--- src/dsdft_pkg.sv ---
// ----------------------------------------------------------------------------
// dsdft_pkg
// Shared types, constants and twiddle generation for the damped sliding DFT.
// ----------------------------------------------------------------------------
package dsdft_pkg;

    // default sizing
    localparam int BINS_DEF        = 64;
    localparam int GAIN_DEF        = 32747;
    localparam int QUEUE_DEPTH     = 2;

    // register map, indexed by paddr[2]
    localparam logic [0:0] REG_FIRST_BIN = 1'b0;
    localparam logic [0:0] REG_LAST_BIN  = 1'b1;

    // fixed-point constants for twiddle generation
    localparam longint DAMP_Q30    = 64'sd1073731088;
    localparam longint HALF_PI_Q30 = 64'sd1686629713;
    localparam longint ONE_Q30     = 64'sd1073741824;

    // bin saturation limits
    localparam logic signed [26:0] BIN_MAX = 27'sd8388607;
    localparam logic signed [26:0] BIN_MIN = -27'sd8388608;

    typedef enum logic {
        OP_PUSH  = 1'b0,
        OP_FETCH = 1'b1
    } op_t;

    // one classified item in the queue
    typedef struct packed {
        op_t                op;
        logic signed [15:0] re;
        logic signed [15:0] im;
    } item_t;

    // configuration seen by the back end
    typedef struct packed {
        logic [5:0] first_bin;
        logic [5:0] last_bin;
    } cfg_t;

    typedef enum logic [2:0] {
        ST_IDLE,
        ST_Z,
        ST_UPD,
        ST_DRAIN,
        ST_FRD,
        ST_FSQ,
        ST_FOUT
    } back_state_t;

    // damping by K1 in Q30, rounded half up to Q17, symmetric about zero
    function automatic longint dsdft_damp(input longint v);
        longint a;
        longint rr;
        a  = (v < 0) ? -v : v;
        rr = (a * DAMP_Q30 + (longint'(1) <<< 42)) >>> 43;
        return (v < 0) ? -rr : rr;
    endfunction

    // damped twiddle {re, im}, Q1.17 each, from a 32-bit phase
    function automatic logic [35:0] dsdft_twiddle(input longint ph);
        longint q;
        longint r;
        longint x;
        longint x2, x3, x4, x5, x6, x7, x8, x9;
        longint s, c, sv, cv, re, im;
        logic [17:0] tr;
        logic [17:0] ti;
        q = (ph >>> 30) & 3;
        r = ph & 64'sh3FFF_FFFF;
        if (r <= 64'sh2000_0000)
        begin
            x = (r * HALF_PI_Q30) >>> 30;
        end
        else
        begin
            x = ((64'sh4000_0000 - r) * HALF_PI_Q30) >>> 30;
        end
        x2 = (x * x) >>> 30;
        x3 = (x2 * x) >>> 30;
        x4 = (x2 * x2) >>> 30;
        x5 = (x4 * x) >>> 30;
        x6 = (x4 * x2) >>> 30;
        x7 = (x6 * x) >>> 30;
        x8 = (x4 * x4) >>> 30;
        x9 = (x8 * x) >>> 30;
        s = x - x3 / 6 + x5 / 120 - x7 / 5040 + x9 / 362880;
        c = ONE_Q30 - x2 / 2 + x4 / 24 - x6 / 720 + x8 / 40320;
        if (r <= 64'sh2000_0000)
        begin
            sv = s;
            cv = c;
        end
        else
        begin
            sv = c;
            cv = s;
        end
        case (q)
            0:       begin re = cv;  im = sv;  end
            1:       begin re = -sv; im = cv;  end
            2:       begin re = -cv; im = -sv; end
            default: begin re = sv;  im = -cv; end
        endcase
        tr = 18'(dsdft_damp(re));
        ti = 18'(dsdft_damp(im));
        return {tr, ti};
    endfunction

endpackage

--- src/dsdft_front.sv ---
// ----------------------------------------------------------------------------
// dsdft_front
// Input register: accepts items, classifies them and hands them to the queue.
// ----------------------------------------------------------------------------
module dsdft_front
    import dsdft_pkg::*;
(
    input  logic               clk,
    input  logic               rst_n,
    input  logic               in_valid,
    output logic               in_stall,
    input  logic               opcode,
    input  logic signed [15:0] sample_re,
    input  logic signed [15:0] sample_im,
    output item_t              q_item,
    output logic               q_push,
    input  logic               q_full
);

    logic  hold_valid_reg;
    logic  hold_valid_next;
    item_t hold_reg;
    item_t hold_next;
    logic  accept;

    // stall only while the held item cannot move on
    assign in_stall = hold_valid_reg && q_full;
    assign accept   = in_valid && !in_stall;
    assign q_push   = hold_valid_reg && !q_full;
    assign q_item   = hold_reg;

    // classify: fetch items carry no sample
    always_comb
    begin
        hold_next = hold_reg;
        if (accept)
        begin
            if (opcode)
            begin
                hold_next.op = OP_FETCH;
                hold_next.re = '0;
                hold_next.im = '0;
            end
            else
            begin
                hold_next.op = OP_PUSH;
                hold_next.re = sample_re;
                hold_next.im = sample_im;
            end
        end
    end

    assign hold_valid_next = (hold_valid_reg && !q_push) || accept;

    always_ff @(posedge clk or negedge rst_n)
    begin
        if (!rst_n)
        begin
            hold_valid_reg <= 1'b0;
        end
        else
        begin
            hold_valid_reg <= hold_valid_next;
        end
    end

    always_ff @(posedge clk)
    begin
        hold_reg <= hold_next;
    end

endmodule

--- config.mk ---
export PLATFORM = sky130hd
export DESIGN_NAME = dsdft_front
export DESIGN_NICKNAME = d
export VERILOG_FILES = /design/src/dsdft_pkg.sv /design/src/dsdft_front.sv
export SDC_FILE = /design/constraint.sdc
export NUM_CORES = 1
export LEC_CHECK = 0
export BUFFER_PORTS_ARGS = -buffer_cell sky130_fd_sc_hd__buf_4
export CAP_MARGIN = 15
export CORE_ASPECT_RATIO = 0.6
export CORE_MARGIN = 4
export CORE_UTILIZATION = 46
export CTS_CLUSTER_SIZE = 24
export DETAILED_ROUTE_END_ITERATION = 16
export PLACE_DENSITY = 0.83
export RECOVER_POWER = 100
export SLEW_MARGIN = 20
export SYNTH_ARGS = -nofsm -noshare
export SYNTH_HDL_FRONTEND = slang
export SYNTH_SLANG_ARGS = --single-unit
--- constraint.sdc ---
create_clock -name clk -period 10.4 [get_ports clk]
set_clock_uncertainty 0.1 [all_clocks]
set_input_delay 0.52 -clock clk [delete_from_list [all_inputs] [get_ports clk]]
set_output_delay 0.52 -clock clk [all_outputs]
set_load 0.02 [all_outputs]
**Word level (Yosys, flattened, before mapping)**

Cells that the tools add are included.

- Register bits after elaboration: 34
- Output and inout port bits: 35
- Logic and storage cells: 13

- Muxes and demuxes: 1
- Reductions and logical operators: 8

Operators by type and width:

| cell | number |
|---|---|
| 33-bit two-way mux | 1 |
| 1-bit logical AND | 4 |
| 1-bit zero test | 3 |
| 1-bit logical OR | 1 |

**Logic depth before layout (Yosys ltp)**

- Word-level depth: 5
- Gate-level depth with buffers: 2
- Depth with buffers taken out: 1

**Worst setup path before layout**

OpenSTA, ideal clock, no wires.

- Path type: input to register
- Start point: input in_valid
- End point: register hold_reg (netlist bit q_item[0]), enable pin
- Arrival: 2.971 ns
- Required time: 9.826 ns
- Path slack: 6.854 ns
- Stages on the path: 1
- Path buffers: 0
- Cell sequence: a21boi_0

- Longest elaborated chain between the ends: 1

RTL lines:

| element | RTL line | text |
|---|---|---|
| from (decl) | dsdft_front.sv:10 | `input logic in_valid,` |
| 1-bit logical AND | dsdft_front.sv:28 | `assign accept = in_valid && !in_stall;` |
| to (signal assigned) | dsdft_front.sv:69 | `hold_reg <= hold_next;` |
| to (decl) | dsdft_front.sv:22 | `item_t hold_reg;` |

Every way passes these cells.
A chain may end at the register's enable or synchronous reset.

**Worst setup path in the final report**

- Start point: register hold_valid_reg
- End point: register hold_reg (netlist bit q_item[1]), enable pin

- Longest elaborated chain between the ends: 3

RTL lines:

| element | RTL line | text |
|---|---|---|
| from (decl) | dsdft_front.sv:20 | `logic hold_valid_reg;` |
| from (signal assigned) | dsdft_front.sv:63 | `hold_valid_reg <= hold_valid_next;` |
| 1-bit logical AND | dsdft_front.sv:27 | `assign in_stall = hold_valid_reg && q_full;` |
| 1-bit zero test | dsdft_front.sv:28 |  |
| 1-bit logical AND | dsdft_front.sv:28 |  |
| net accept | dsdft_front.sv:24 | `logic accept;` |

The timed path passes the listed nets, and every way through them passes these cells.

==> flow_summary.rst <==
.. list-table::
   :header-rows: 1

   * - Metric
     - Value
   * - Final worst hold slack
     - 0.327 ns
   * - Number of antenna violations at the first check in global routing
     - 0
   * - Number of flip-flops under the largest register name
     - 33
   * - Proportion of layout cells with a drive suffix above 1
     - 0.280
   * - Startpoint class of the critical path
     - flop
   * - Total nets after synthesis
     - 110
   * - Worst Reg-to-Reg Cells
     - 1
   * - Share of the synthesized area in the top cell type
     - 0.783
   * - Number of rows in the core area
     - 14
   * - Number of nets still failing antenna checks after routing
     - 0
   * - Diode insertion count for antenna repair
     - 0
   * - Final Instance Area
     - 1800 sq um
   * - Setup slack of the worst register-to-register path
     - 6.20 ns
   * - Critical R2R Launch
     - hold_valid_reg
   * - Most common cell after layout, fill and taps aside
     - clkbuf_1
   * - Nets@finish
     - 186
   * - Critical Setup Path Class
     - flop to flop
   * - Global-route wire length before repair
     - 4140 um
   * - Number of cells on the worst hold path
     - 2
   * - Via count of the first global-routing pass
     - 885
   * - Buffering stage count on the worst path with inverters included
     - 0
   * - Family with the most delay on the worst path
     - compound AO/OA/AOI/OAI gates
   * - Number of vias per cell after detailed routing
     - 4.60
   * - Area enclosed by the die boundary
     - 3680 sq um
   * - Maximum number of pins on one net before global-route repair
     - 34
   * - Endpoint of the worst hold-timing path
     - hold_valid_reg
   * - Biggest fanout along the worst timing path
     - 33
   * - Iteration count of the initial detailed-routing pass
     - 2
   * - Count of pins over their slew limit
     - 34
   * - Postcts setup bufs
     - 0
   * - Sequential power share
     - 0.516
   * - Worst voltage drop across the vdd grid
     - 0.000110 V
   * - Switching power share of the total
     - 0.216
   * - Run status
     - finished with violations
   * - Final weighted congestion in routability-driven placement
     - 0.673
   * - Number of input and output port buffers inserted
     - 71
   * - Leakage power
     - 0.687 nW
   * - Setup WS post-layout
     - 6.20 ns
   * - Clock network fraction of design power
     - 0.368
   * - TNS Setup
     - 0 ns
   * - RSZ-0062 raised after global routing
     - no
   * - Final setup vio count
     - 0
   * - Class of the most critical hold timing path
     - input port to flop
   * - GRT Total Usage
     - 0.158
   * - Fmax
     - 0.238 GHz
   * - Cells along the critical path
     - a21boi_0
   * - Total Power
     - 0.316 mW
   * - Yosys reg bits
     - 34
   * - I/O pins
     - 72
   * - Critical Path AT
     - 3.88 ns
   * - Initial Utilization
     - 0.495
   * - DRC violation count after routing
     - 0
   * - CTS clock-pin slew for the worst setup and hold paths
     - 0.06 ns
   * - Req. time, crit path
     - 10.08 ns
   * - Max-capacitance violation count
     - 1
   * - Wire length per cell after detailed routing
     - 14.6 um
   * - Crit share post-route
     - 0.404
   * - Die height
     - 48.6 um
   * - Core ar.
     - 2560 sq um
   * - Time the worst path needs with I/O delays and setup
     - 4.20 ns
   * - Placement-stage worst setup slack
     - 8.43 ns
   * - Synthesized instance count
     - 73
   * - Logic gate share of total power
     - 0.116
   * - Maximum root-to-sink buffer count
     - 2
   * - Number of hold-slack violations in the final timing report
     - 0
   * - Internal power consumption
     - 0.248 mW
   * - Post-place instance area
     - 1830 sq um
   * - Filler Cell Count
     - 195
   * - Total CTS buffers
     - 5
   * - Average instance area after synthesis
     - 17.3 sq um
   * - Synth Cell Area
     - 1270 sq um
   * - Top library cells by usage in the layout, fill and taps aside
     - clkbuf_1, buf_4, nor2b_1, edfxtp_1, clkbuf_8
   * - TritonCTS clock tree
     - built
   * - Clock root buffer
     - clkbuf_8
   * - Sw power
     - 0.0681 mW
   * - Total area of multi-input combinational cells
     - 228 sq um
   * - Reg2Reg Capture Point
     - q_item[1]
   * - CTS sink cnt
     - 34
   * - GRT Residual Overflow
     - 0
   * - Failing checks
     - max-capacitance violations, max-slew violations
   * - Area growth, synth to finish
     - 42.3%
   * - Count of cell types in the netlist
     - 7
   * - Cell type contributing the most total cell area after synthesis
     - edfxtp_1
   * - Power per Cell Area
     - 175 nW/um^2
   * - Worst slew pin tran
     - 4.41 ns
   * - Worst path slowest cell
     - a21boi_0
   * - Number of DRC violations after detailed-routing iteration 0
     - 15
   * - Headroom to the max-slew limit
     - -1.97
   * - Final Routed Wirelength
     - 2660 um
   * - Yosys warnings
     - 0
   * - Dominant cells by area after synthesis
     - edfxtp_1, nor2b_1, dfrtp_1
   * - Sequential cell area fraction in the yosys report
     - 0.802
   * - Total via count in the routed design
     - 838
   * - Later-pin clock latency in the skew report
     - 0.28 ns
   * - Seq. cell area
     - 1020 sq um
   * - Htree depth
     - 2
   * - Origin of the worst min-delay path
     - in_valid
   * - Die span in x
     - 75.7 um
   * - CP endpoint kind
     - flop
   * - Critical Path Max Stage Delay
     - 3.20 ns
==> stage by stage <==
step / utilization / std cells
after floorplan: - / 73
after global placement: 0.715 / 173
after detailed placement: 0.715 / 173
after CTS: 0.760 / 182
after global routing: 0.705 / 182
final: 0.705 / 182
==> metal layers <==
layer	track usage	up-vias	share of wire
met5	0	-	0
met4	0.0785	0	0.018
met3	0.0930	7	0.16
met2	0.235	49	0.43
met1	0.179	380	0.39
li1	-	402	-
==> area by class of cell <==
type | instances | share of cell area
clock buffer | 7 | 0.0424
clock inverter | 1 | 0.0167
multi-input combinational | 36 | 0.126
sequential | 34 | 0.564
tap | 32 | 0.0222
timing repair buffer | 72 | 0.228
==> cells in the mapped netlist <==
cell	instances
and2_1	1
edfxtp_1	33
a21o_1	1
nor2b_1	33
a21boi_0	1
dfrtp_1	1
buf_4	3
==> power groups by stage <==
stage          registers, mW  logic, mW  clock network, mW
6_report               0.163     0.0366              0.116
5_1_grt                0.164     0.0399              0.126
3_5_place_dp           0.165     0.0435                  0
4_1_cts                0.163     0.0440              0.119
2_1_floorplan          0.175    0.00973                  0
3_3_place_gp           0.165     0.0427                  0
==> repair_timing <==
item,CTS,global route
endpoints found under the hold margin,1,0
gates resized for setup,0,0
hold buffers,1,0
==> cells by family after synthesis <==
| logic type | synth area share |
|---|---|
| buffers and inverters | 0.0178 |
| AND/OR/NAND/NOR | 0.168 |
| flip-flops | 0.802 |
| AO/OA/AOI/OAI | 0.0119 |
==> worst max-delay path by stage <==
| stage | start | endpoint | slack [ns] | depth (start not counted) |
|---|---|---|---|---|
| 6_report | hold_valid_reg | q_item[1] | 6.20 | 1 |
| 3_5_place_dp | q_full | q_item[13] | 8.43 | 2 |
| 4_1_cts | hold_valid_reg | q_item[27] | 8.63 | 1 |
| 2_1_floorplan | in_valid | q_item[0] | 6.85 | 1 |
| 3_3_place_gp | q_full | q_item[8] | 8.47 | 2 |
| 5_1_grt | hold_valid_reg | q_item[0] | 5.73 | 1 |
Note: power is estimated with default switching activity, not from simulation.
