[src/dsdft_pkg.sv]
// ----------------------------------------------------------------------------
// dsdft_pkg
// Shared types, constants and twiddle generation for the damped sliding DFT.
// ----------------------------------------------------------------------------
package dsdft_pkg;

    // default sizing
    localparam int BINS_DEF        = 64;
    localparam int GAIN_DEF        = 32747;
    localparam int QUEUE_DEPTH     = 2;

    // register map, indexed by paddr[2]
    localparam logic [0:0] REG_FIRST_BIN = 1'b0;
    localparam logic [0:0] REG_LAST_BIN  = 1'b1;

    // fixed-point constants for twiddle generation
    localparam longint DAMP_Q30    = 64'sd1073731088;
    localparam longint HALF_PI_Q30 = 64'sd1686629713;
    localparam longint ONE_Q30     = 64'sd1073741824;

    // bin saturation limits
    localparam logic signed [26:0] BIN_MAX = 27'sd8388607;
    localparam logic signed [26:0] BIN_MIN = -27'sd8388608;

    typedef enum logic {
        OP_PUSH  = 1'b0,
        OP_FETCH = 1'b1
    } op_t;

    // one classified item in the queue
    typedef struct packed {
        op_t                op;
        logic signed [15:0] re;
        logic signed [15:0] im;
    } item_t;

    // configuration seen by the back end
    typedef struct packed {
        logic [5:0] first_bin;
        logic [5:0] last_bin;
    } cfg_t;

    typedef enum logic [2:0] {
        ST_IDLE,
        ST_Z,
        ST_UPD,
        ST_DRAIN,
        ST_FRD,
        ST_FSQ,
        ST_FOUT
    } back_state_t;

    // damping by K1 in Q30, rounded half up to Q17, symmetric about zero
    function automatic longint dsdft_damp(input longint v);
        longint a;
        longint rr;
        a  = (v < 0) ? -v : v;
        rr = (a * DAMP_Q30 + (longint'(1) <<< 42)) >>> 43;
        return (v < 0) ? -rr : rr;
    endfunction

    // damped twiddle {re, im}, Q1.17 each, from a 32-bit phase
    function automatic logic [35:0] dsdft_twiddle(input longint ph);
        longint q;
        longint r;
        longint x;
        longint x2, x3, x4, x5, x6, x7, x8, x9;
        longint s, c, sv, cv, re, im;
        logic [17:0] tr;
        logic [17:0] ti;
        q = (ph >>> 30) & 3;
        r = ph & 64'sh3FFF_FFFF;
        if (r <= 64'sh2000_0000)
        begin
            x = (r * HALF_PI_Q30) >>> 30;
        end
        else
        begin
            x = ((64'sh4000_0000 - r) * HALF_PI_Q30) >>> 30;
        end
        x2 = (x * x) >>> 30;
        x3 = (x2 * x) >>> 30;
        x4 = (x2 * x2) >>> 30;
        x5 = (x4 * x) >>> 30;
        x6 = (x4 * x2) >>> 30;
        x7 = (x6 * x) >>> 30;
        x8 = (x4 * x4) >>> 30;
        x9 = (x8 * x) >>> 30;
        s = x - x3 / 6 + x5 / 120 - x7 / 5040 + x9 / 362880;
        c = ONE_Q30 - x2 / 2 + x4 / 24 - x6 / 720 + x8 / 40320;
        if (r <= 64'sh2000_0000)
        begin
            sv = s;
            cv = c;
        end
        else
        begin
            sv = c;
            cv = s;
        end
        case (q)
            0:       begin re = cv;  im = sv;  end
            1:       begin re = -sv; im = cv;  end
            2:       begin re = -cv; im = -sv; end
            default: begin re = sv;  im = -cv; end
        endcase
        tr = 18'(dsdft_damp(re));
        ti = 18'(dsdft_damp(im));
        return {tr, ti};
    endfunction

endpackage

[src/dsdft_queue.sv]
// ----------------------------------------------------------------------------
// dsdft_queue
// Short first-in first-out queue between the front and back ends.
// ----------------------------------------------------------------------------
module dsdft_queue
    import dsdft_pkg::*;
#(
    parameter int DEPTH = QUEUE_DEPTH
)
(
    input  logic  clk,
    input  logic  rst_n,
    input  logic  push,
    input  item_t push_item,
    output logic  full,
    input  logic  pop,
    output item_t pop_item,
    output logic  not_empty
);

    localparam int PTR_W = (DEPTH > 1) ? $clog2(DEPTH) : 1;
    localparam int CNT_W = $clog2(DEPTH + 1);

    item_t             entry_reg [DEPTH];
    logic [PTR_W-1:0]  wr_ptr_reg;
    logic [PTR_W-1:0]  wr_ptr_next;
    logic [PTR_W-1:0]  rd_ptr_reg;
    logic [PTR_W-1:0]  rd_ptr_next;
    logic [CNT_W-1:0]  count_reg;
    logic [CNT_W-1:0]  count_next;

    assign full      = (count_reg == CNT_W'(DEPTH));
    assign not_empty = (count_reg != '0);
    assign pop_item  = entry_reg[rd_ptr_reg];

    // pointer and fill bookkeeping
    always_comb
    begin
        wr_ptr_next = wr_ptr_reg;
        rd_ptr_next = rd_ptr_reg;
        count_next  = count_reg;
        if (push)
        begin
            wr_ptr_next = (wr_ptr_reg == PTR_W'(DEPTH - 1)) ? '0 : wr_ptr_reg + 1'b1;
        end
        if (pop)
        begin
            rd_ptr_next = (rd_ptr_reg == PTR_W'(DEPTH - 1)) ? '0 : rd_ptr_reg + 1'b1;
        end
        if (push && !pop)
        begin
            count_next = count_reg + 1'b1;
        end
        else if (pop && !push)
        begin
            count_next = count_reg - 1'b1;
        end
    end

    always_ff @(posedge clk or negedge rst_n)
    begin
        if (!rst_n)
        begin
            wr_ptr_reg <= '0;
            rd_ptr_reg <= '0;
            count_reg  <= '0;
        end
        else
        begin
            wr_ptr_reg <= wr_ptr_next;
            rd_ptr_reg <= rd_ptr_next;
            count_reg  <= count_next;
        end
    end

    always_ff @(posedge clk)
    begin
        if (push)
        begin
            entry_reg[wr_ptr_reg] <= push_item;
        end
    end

endmodule

[config.mk]
export PLATFORM = sky130hd
export DESIGN_NAME = dsdft_queue
export DESIGN_NICKNAME = d
export VERILOG_FILES = /design/src/dsdft_pkg.sv /design/src/dsdft_queue.sv
export SDC_FILE = /design/constraint.sdc
export NUM_CORES = 1
export LEC_CHECK = 0
export BUFFER_PORTS_ARGS = -buffer_cell sky130_fd_sc_hd__buf_2
export CORE_MARGIN = 5
export CORE_UTILIZATION = 55
export DETAILED_ROUTE_END_ITERATION = 12
export PLACE_DENSITY_LB_ADDON = 0.3
export SETUP_SLACK_MARGIN = 0.2
export SLEW_MARGIN = 20
export SYNTH_ARGS = -nofsm -noshare
export SYNTH_HDL_FRONTEND = slang
export SYNTH_SLANG_ARGS = --single-unit
[constraint.sdc]
create_clock -name clk -period 5.4 [get_ports clk]
set_input_delay 0.27 -clock clk [delete_from_list [all_inputs] [get_ports clk]]
set_output_delay 0.27 -clock clk [all_outputs]
set_load 0.02 [all_outputs]
* Word-level counts from Yosys, hierarchy flattened
Memories as Yosys holds them, arrays and structs flattened.
Cells that the tools add are included.
Widths: inputs -> output; s select.
** Storage, ports and cells
- Output and inout port bits :: 35
- Memory bits (writable) :: 66
- Input port bits :: 37
- Register bits after elaboration :: 4
- Memories :: 1
** Cells by class
- Add/subtract/negate cells :: 4
- Multiplexer cells :: 6
- Equal/unequal tests :: 1
- Reductions and logical operators :: 6
** Memories
- entry_reg :: depth 2, bits a word 33, rd ports 1, clocked after memory_dff 0, wr ports 1, line dsdft_queue.sv:24 : item_t entry_reg [DEPTH];
** Operators with widths (count)
- $mux 1 :: 4
- $mux 2 :: 2
- $reduce_bool 2->1 :: 2
- $add 1x1->1 const B :: 2
- $add 2x1->2 const B :: 1
- $eq 2x2->1 const B :: 1
- $logic_and 1x1->1 :: 2
- $logic_not 1->1 :: 2
- $sub 2x1->2 const B :: 1

* Logic depth before layout (Yosys ltp)
Gate-level depths: netlist of run 1.
- Depth after elaboration :: 4
- Mapped depth :: 5
- Depth with buffers taken out :: 5

* Worst setup path after synthesis of run 1
Ideal clock, no wire load.
- Path type :: register to register
- From :: register wr_ptr_reg
- To :: memory entry_reg[0][0] (netlist bit) (enable)
- Buffers on the path :: 0
- Data arrival time :: 1.886 ns
- Cell stages (with the launch flop) :: 2
- Required time :: 4.973 ns
- Clock period less this slack :: 2.313 ns
- Path slack :: 3.087 ns
- Cells stage by stage :: dfrtp_1 -> nor2b_1
** RTL lines
- start: declaration :: line dsdft_queue.sv:25 : logic [PTR_W-1:0] wr_ptr_reg;
- start signal: assignment :: line dsdft_queue.sv:70 : wr_ptr_reg <= wr_ptr_next;
- end: declaration :: line dsdft_queue.sv:24
Straight into the memory's write port.

==> reports/results.ini, run 1 <==
[timing]
rsz0062_at_grt = false
fin_crit_sh_pct = 40.8
setup_violations = 0
worst_pin_slew_ps = 1020
fmax_mhz = 454
hold_viol = 0
slew_headroom_pct = 31.8
skew_ps = 7.63
fin_crit_ps = 2200
whs_ps = 130
setup_tns_ps = 0
maxSlewViolCount = 0

[power_and_ir_drop]
p_total_w = 0.00171
power_density_mw_per_mm2 = 523
swShare_pct = 31.8
switchingPower_w = 0.000542
pwr-share-comb_pct = 32.6
p_leak_nw = 1.33
p_int_w = 0.00116
ir_worst_vdd_mv = 0.295
pwr-share-clk_pct = 19.0
seqPwrFrac_pct = 48.3

[drt]
wl_mm = 4.30
num_vias = 1324
drtIter0Drc = 84
viasPerCell = 4.90
wire_per_inst_um = 15.9
drtAntennaViolNets = 0
remaining_drc_errors = 0
detail_route.first_pass.iterations = 4

[worst_hold_path]
min_from = push_item[0]
hold_depth = 1
hold_path.class = input pin to flip-flop
hold_path_end = entry_reg[0][0]$_DFFE_PP_

[clock_tree]
clockRootBuffer = clkbuf_8
cts.reportedPaths.clkPinSlew_ps = 70
clock-sinks = 70
cts_buffer_depth = 2
postCtsSetupBuffers = 0
cts_resized = 0
cts_tree = done
cts-buffers-inserted = 9
clkLatencyLatePin_ps = 320
cts_max_level = 3

[grt]
grt_first_pass_wirelength_mm = 6.77
grt_max_degree = 35
grt_usage_pct = 14.8
gr-total-overflow = 0
grt_pass1_vias = 1432
antenna_found_initial = 0

[floorplanning]
die_h_um = 80.4
core_area_mm2 = 0.00475
die-area_mm2 = 0.00646
start_util_pct = 57.3
pin_count = 72
die_w_um = 80.4
num_rows = 25

[placed_design]
hpwl_mm = 2.97
port_buffers = 71
dp.cells = 254
gp_congestion = 0.637

[finish]
fin_cells = 270
mostFrequentLayoutCells = buf_2, edfxtp_1, mux2_4
num_antenna_cells = 0
final_common_cell = buf_2
fin_nets = 237
largest_reg_flops = 66
num-fill-cells = 350
syn_to_final_growth_pct = 19.9
seq_area_mm2 = 0.00208
drive_above_1_share_pct = 58.1
multi_input_area_um2 = 573

[synth]
synth-adder-area-share_pct = 0.460
syn-cell-area_mm2 = 0.00272
synth_nets = 157
syn_avg_cell_area_um2 = 22.9
synthMuxAreaShare_pct = 17.6
synth_top_family_by_area = multiplexers
yosys.area_share.simple_pct = 1.06
synth.distinct_cells = 14
synth-compound-area-share_pct = 0
ys_seq_elements = 70
yosys_warnings = 0
synth_xor_area_share_pct = 1.61
yosysSeqAreaShare_pct = 76.5
syn_inst = 119

[critical_path]
cp_max_fo = 34
worst-r2r-cell-count = 2
required_ps = 5130
reg2reg_to = entry_reg[1][21]$_DFFE_PP_
critPathArrivalTime_ps = 1930
cp-end-kind = output port
worst-r2r-setup-slack_ps = 3650
r2r-start = wr_ptr_reg$_DFFE_PN0P_
path_class = flip-flop to output port
cp-start-kind = flip-flop

[run]
drv_cap = 0

[run_status]
run_status = completed

[critical path, stage by stage (launching register included)]
cell	delay (ps)
dfrtp_2	1030
mux2_2	410
buf_2	160
[worst max-delay path by stage]
stage	from	to	cells after the start	slack [ps]
after global routing	rd_ptr_reg$_DFFE_PN0P_	pop_item[12]	2	3060
after global placement	rd_ptr_reg$_DFFE_PN0P_	pop_item[12]	2	3530
after floorplan	wr_ptr_reg$_DFFE_PN0P_	entry_reg[0][0]$_DFFE_PP_	1	3090
after detailed placement	rd_ptr_reg$_DFFE_PN0P_	pop_item[13]	2	3480
final	rd_ptr_reg$_DFFE_PN0P_	pop_item[12]	2	3200
after CTS	rd_ptr_reg$_DFFE_PN0P_	pop_item[13]	2	3130
[timing repair]
action,CTS,global route
setup endpoints to repair,0,0
hold buffers,1,0
endpoints found under the hold margin,4,0
[per-layer routing]
layer	track usage, %	share of wire (%)
met5	0	0
met4	8.11	1.9
met3	5.16	8.1
met2	25.8	52
met1	15.6	38
[cell families after synthesis]
family / Yosys count
fa+ha+maj: 1
mux: 33
simple gates: 5
xor+xnor: 5
flops: 70
buf+inv: 5
[area by class of cell]
type / count / share of cell area [%]
tap: 67 / 2.57
sequential: 70 / 63.8
inverter: 1 / 0.115
clock inverter: 3 / 0.383
multi-input combinational: 44 / 17.6
clock buffer: 12 / 4.14
timing repair buffer: 73 / 11.4
[per-stage QoR]
stage	utilization [%]	instance area, um^2	worst slack (ps)
5_1_grt	68.7	3260	3060
2_1_floorplan	-	2720	3090
6_report	68.7	3260	3200
3_5_place_dp	65.3	3110	3480
4_1_cts	68.7	3260	3130
3_3_place_gp	65.3	3110	3530
[Yosys cell counts]
master | number | area share, %
and2_1 | 1 | 0.23
buf_12 | 3 | 2.2
buf_6 | 1 | 0.41
dfrtp_1 | 4 | 3.7
edfxtp_1 | 66 | 73
ha_1 | 1 | 0.46
inv_1 | 1 | 0.14
mux2_2 | 4 | 1.7
mux2_4 | 29 | 16
nor2_1 | 1 | 0.14
nor2b_1 | 2 | 0.46
or2_2 | 1 | 0.23
xnor2_1 | 1 | 0.32
xor2_1 | 4 | 1.3
[power by group through the flow]
stage,logic [W],registers (W),clock network [W]
6_report,0.000556,0.000825,0.000325
5_1_grt,0.000593,0.000842,0.000362
3_5_place_dp,0.000566,0.000841,0
2_1_floorplan,0.000517,0.000763,0
3_3_place_gp,0.000557,0.000830,0
4_1_cts,0.000568,0.000830,0.000337
Note: power is estimated with default switching activity, not from simulation.
==> inputs of run 2 (changes only) <==
--- a/config.mk
+++ b/config.mk
@@ -5,9 +5,10 @@
 export SDC_FILE = /design/constraint.sdc
 export NUM_CORES = 1
 export LEC_CHECK = 0
+export ABC_AREA = 1
 export BUFFER_PORTS_ARGS = -buffer_cell sky130_fd_sc_hd__buf_2
 export CORE_MARGIN = 5
-export CORE_UTILIZATION = 55
+export CORE_UTILIZATION = 47
 export DETAILED_ROUTE_END_ITERATION = 12
 export PLACE_DENSITY_LB_ADDON = 0.3
 export SETUP_SLACK_MARGIN = 0.2
==> constraint.sdc (replaced) <==
create_clock -name clk -period 2 [get_ports clk]
set_input_delay 0.1 -clock clk [delete_from_list [all_inputs] [get_ports clk]]
set_output_delay 0.1 -clock clk [all_outputs]
set_load 0.02 [all_outputs]
==> run 2 against run 1 <==
Worst hold slack got worse by 15 ps. Synthesized cell count up 7.6%. Global-route usage down 0.45 points. Count of clock-buffer cells in the layout rose by 1. Critical path depth rose by 1. Final cell count is 21% higher.
==> reports/results.ini, run 2 <==
[run_status]
run_status = completed  ; unchanged

[synth]
synth.most_common_cell = edfxtp_1  ; unchanged
synth_top_area_share_pct = 72.3  ; was 72.8%
yosysSeqAreaShare_pct = 76.0  ; was 76.5%
synth_flop_cell = edfxtp_1  ; unchanged
synth_common_cells = edfxtp_1, mux2_4, inv_1  ; was edfxtp_1, mux2_4, dfrtp_1, mux2_2, xor2_1
synthArstFlopShare_pct = 5.71  ; unchanged
synth_area_leader_cell = edfxtp_1  ; unchanged
synth_top_cells_by_area = edfxtp_1, mux2_4, dfrtp_1  ; unchanged
syn-cell-area_mm2 = 0.00274  ; was 0.00272 mm^2
yosys_warnings = 0  ; unchanged
synth_edf_count = 66  ; unchanged
synth_nets = 166  ; was 157
ys_seq_elements = 70  ; unchanged
synth.distinct_cells = 14  ; unchanged
syn_inst = 128  ; was 119
syn_avg_cell_area_um2 = 21.4  ; was 22.9 um^2

[critical_path]
cp_num_buf_inv = 2  ; was 1
critPathArrivalTime_ps = 1540  ; was 1930 ps
path_class = flip-flop to output port  ; unchanged
critical-path-top-delay-family = flip-flops  ; unchanged
path_cells = buf_4, mux2_4, buf_2  ; was mux2_2, buf_2
worst-r2r-setup-slack_ps = 640  ; was 3650 ps
cp-end-kind = output port  ; unchanged
required_ps = 1900  ; was 5130 ps
critical-path-max-stage-delay_ps = 510  ; was 1030 ps
cp-start-kind = flip-flop  ; unchanged
slowest_stage = dfrtp_4  ; was dfrtp_2
cp_max_fo = 11  ; was 34

[floorplanning]
pin_count = 72  ; unchanged
die_h_um = 86.4  ; was 80.4 um
num_rows = 27  ; was 25
die_w_um = 86.4  ; was 80.4 um
start_util_pct = 49.2  ; was 57.3%
core_area_mm2 = 0.00557  ; was 0.00475 mm^2
die-area_mm2 = 0.00746  ; was 0.00646 mm^2

[power_and_ir_drop]
power_density_mw_per_mm2 = 1310  ; was 523 mW/mm^2
ir_worst_vdd_mv = 0.717  ; was 0.295 mV
pwr-share-clk_pct = 20.4  ; was 19.0%
p_int_w = 0.00332  ; was 0.00116 W
switchingPower_w = 0.00157  ; was 0.000542 W
pwr-share-comb_pct = 37.1  ; was 32.6%
swShare_pct = 32.0  ; was 31.8%
seqPwrFrac_pct = 42.5  ; was 48.3%
p_leak_nw = 1.55  ; was 1.33 nW

[grt]
antenna_found_initial = 0  ; unchanged
gr-total-overflow = 0  ; unchanged
grt_first_pass_wirelength_mm = 7.89  ; was 6.77 mm
grt_usage_pct = 14.4  ; was 14.8%
grt_pass1_vias = 1682  ; was 1,432
grt_max_degree = 23  ; was 35

[timing]
setup_tns_ps = 0  ; unchanged
fmax_mhz = 610
maxSlewViolCount = 0  ; unchanged
fin_crit_sh_pct = 81.9
skew_ps = 8.54  ; was 7.63 ps
setup_violations = 0  ; unchanged
slew_headroom_pct = 70.6  ; was 31.8%
fin_crit_ps = 1640
rsz0062_at_grt = false  ; unchanged
hold_viol = 0  ; unchanged
worst_pin_slew_ps = 440  ; was 1020 ps

[drt]
viasPerCell = 4.60  ; was 4.90
drtAntennaViolNets = 0  ; unchanged
remaining_drc_errors = 0  ; unchanged
num_vias = 1498  ; was 1,324
wl_mm = 4.99  ; was 4.30 mm
detail_route.first_pass.iterations = 4  ; unchanged
wire_per_inst_um = 15.3  ; was 15.9 um
drtIter0Drc = 77  ; was 84

[clock_tree]
cts.reportedPaths.clkPinSlew_ps = 70  ; about the same
cts-buffers-inserted = 9  ; unchanged
cts_tree = done  ; unchanged
clkLatencyLatePin_ps = 330  ; was 320 ps
clockRootBuffer = clkbuf_8  ; unchanged
clock-sinks = 70  ; unchanged
cts_max_level = 3  ; unchanged
cts_buffer_depth = 2  ; unchanged

[finish]
final_common_cell = buf_2  ; unchanged
drive_above_1_share_pct = 50.0  ; was 58.1%
fin_nets = 287  ; was 237
mostFrequentLayoutCells = buf_2, edfxtp_1, dlygate4sd3_1  ; was buf_2, edfxtp_1, mux2_4
syn_to_final_growth_pct = 36.1  ; was 19.9%
largest_reg_flops = 66  ; unchanged
num_antenna_cells = 0  ; unchanged
fin_util_pct = 66.9  ; was 68.7%

[run]
drv_cap = 0  ; unchanged

[placed_design]
hpwl_mm = 3.39  ; was 2.97 mm
gp_congestion = 0.765  ; was 0.637
port_buffers = 71  ; unchanged

[worst_hold_path]
hold_path.class = input pin to asynchronous set/reset pin  ; was input pin to flip-flop

[run 2: cell count changes after synthesis, sizes merged]
cell / change
nor2: +1
inv: +6
nand4: +1
nor2b: -2
nand2: +6
nand3: +1
and2: -1
xor2: -2
or2: -1
[run 2: power by group through the flow]
stage | clock, W | combinational [W] | sequential [W]
2_1_floorplan | 0 | 0.00140 | 0.00205
3_3_place_gp | 0 | 0.00166 | 0.00214
3_5_place_dp | 0 | 0.00169 | 0.00217
4_1_cts | 0.00103 | 0.00185 | 0.00208
5_1_grt | 0.00111 | 0.00194 | 0.00210
6_report | 0.000998 | 0.00181 | 0.00208
[run 2: through the flow]
stage	cell area, um^2	power [W]	hold slack (ps)	setup WS, ps	cells
CTS	3730	0.00496	67.7	342	326
global placement	3170	0.00380	-90.7	451	272
global route	3730	0.00515	84.6	302	326
finish	3730	0.00489	115	362	326
detailed placement	3170	0.00386	-86.3	425	272
floorplan	2740	0.00346	-196	310	128
[run 2: area by class of cell]
| type | count | area (um^2) |
|---|---|---|
| Timing Repair Buffer | 114 | 781 |
| Tap cell | 72 | 90.1 |
| Fill cell | 404 | 1840 |
| Clock inverter | 3 | 20.0 |
| Sequential cell | 70 | 2090 |
| Clock buffer | 13 | 159 |
| Inverter | 7 | 26.3 |
| Multi-Input combinational cell | 47 | 568 |
[run 2: path summary, 6_finish.rpt]
path | start | to | depth (start not counted)
min in group clk | push_item[9] | entry_reg[1][9]$_DFFE_PP_ | 2
max reg2reg | wr_ptr_reg$_DFFE_PN0P_ | entry_reg[0][12]$_DFFE_PP_ | 2
min | rst_n | count_reg[1]$_DFFE_PN0P_ | 2
min reg2reg | count_reg[1]$_DFFE_PN0P_ | count_reg[1]$_DFFE_PN0P_ | 2
max | rd_ptr_reg$_DFFE_PN0P_ | pop_item[11] | 3
max in group asynchronous | rst_n | rd_ptr_reg$_DFFE_PN0P_ | 2
[run 2: worst reg2reg max path: cells and delay by family, from the launching register on]
| family | cells | cell delay, ps |
|---|---|---|
| buffers and inverters | 1 | 240 |
| flip-flops | 1 | 430 |
| AND/OR/NAND/NOR | 1 | 390 |
[run 2: per-layer routing]
| metal | vias to the layer above | global-route usage [%] | routed length (um) |
|---|---|---|---|
| met5 | - | 0 | 0 |
| met4 | 0 | 7.22 | 43 |
| met3 | 4 | 4.85 | 309 |
| met2 | 47 | 24.7 | 2620 |
| met1 | 723 | 15.8 | 2010 |
| li1 | 724 | - | - |
[run 2: what timing repair did]
item                                    4_1_cts  5_1_grt
hold endpoints to repair                     72        0
buffers inserted                              2        0
resized for setup                             1        0
endpoints found under the setup margin       19        0
hold buffers                                 36        0
[run 2: kinds of logic (layout without fill, tap and decap cells)]
family                   count (synthesis)  in the layout  share of synthesized area [%]
adder cells (fa/ha/maj)                  1              1                          0.457
AND/OR/NAND/NOR                         10             10                           1.51
XOR/XNOR                                 3              3                          0.959
multiplexers                            33             33                           17.5
flip-flops                              70             70                           76.0
buffers and inverters                   11            137                           3.56
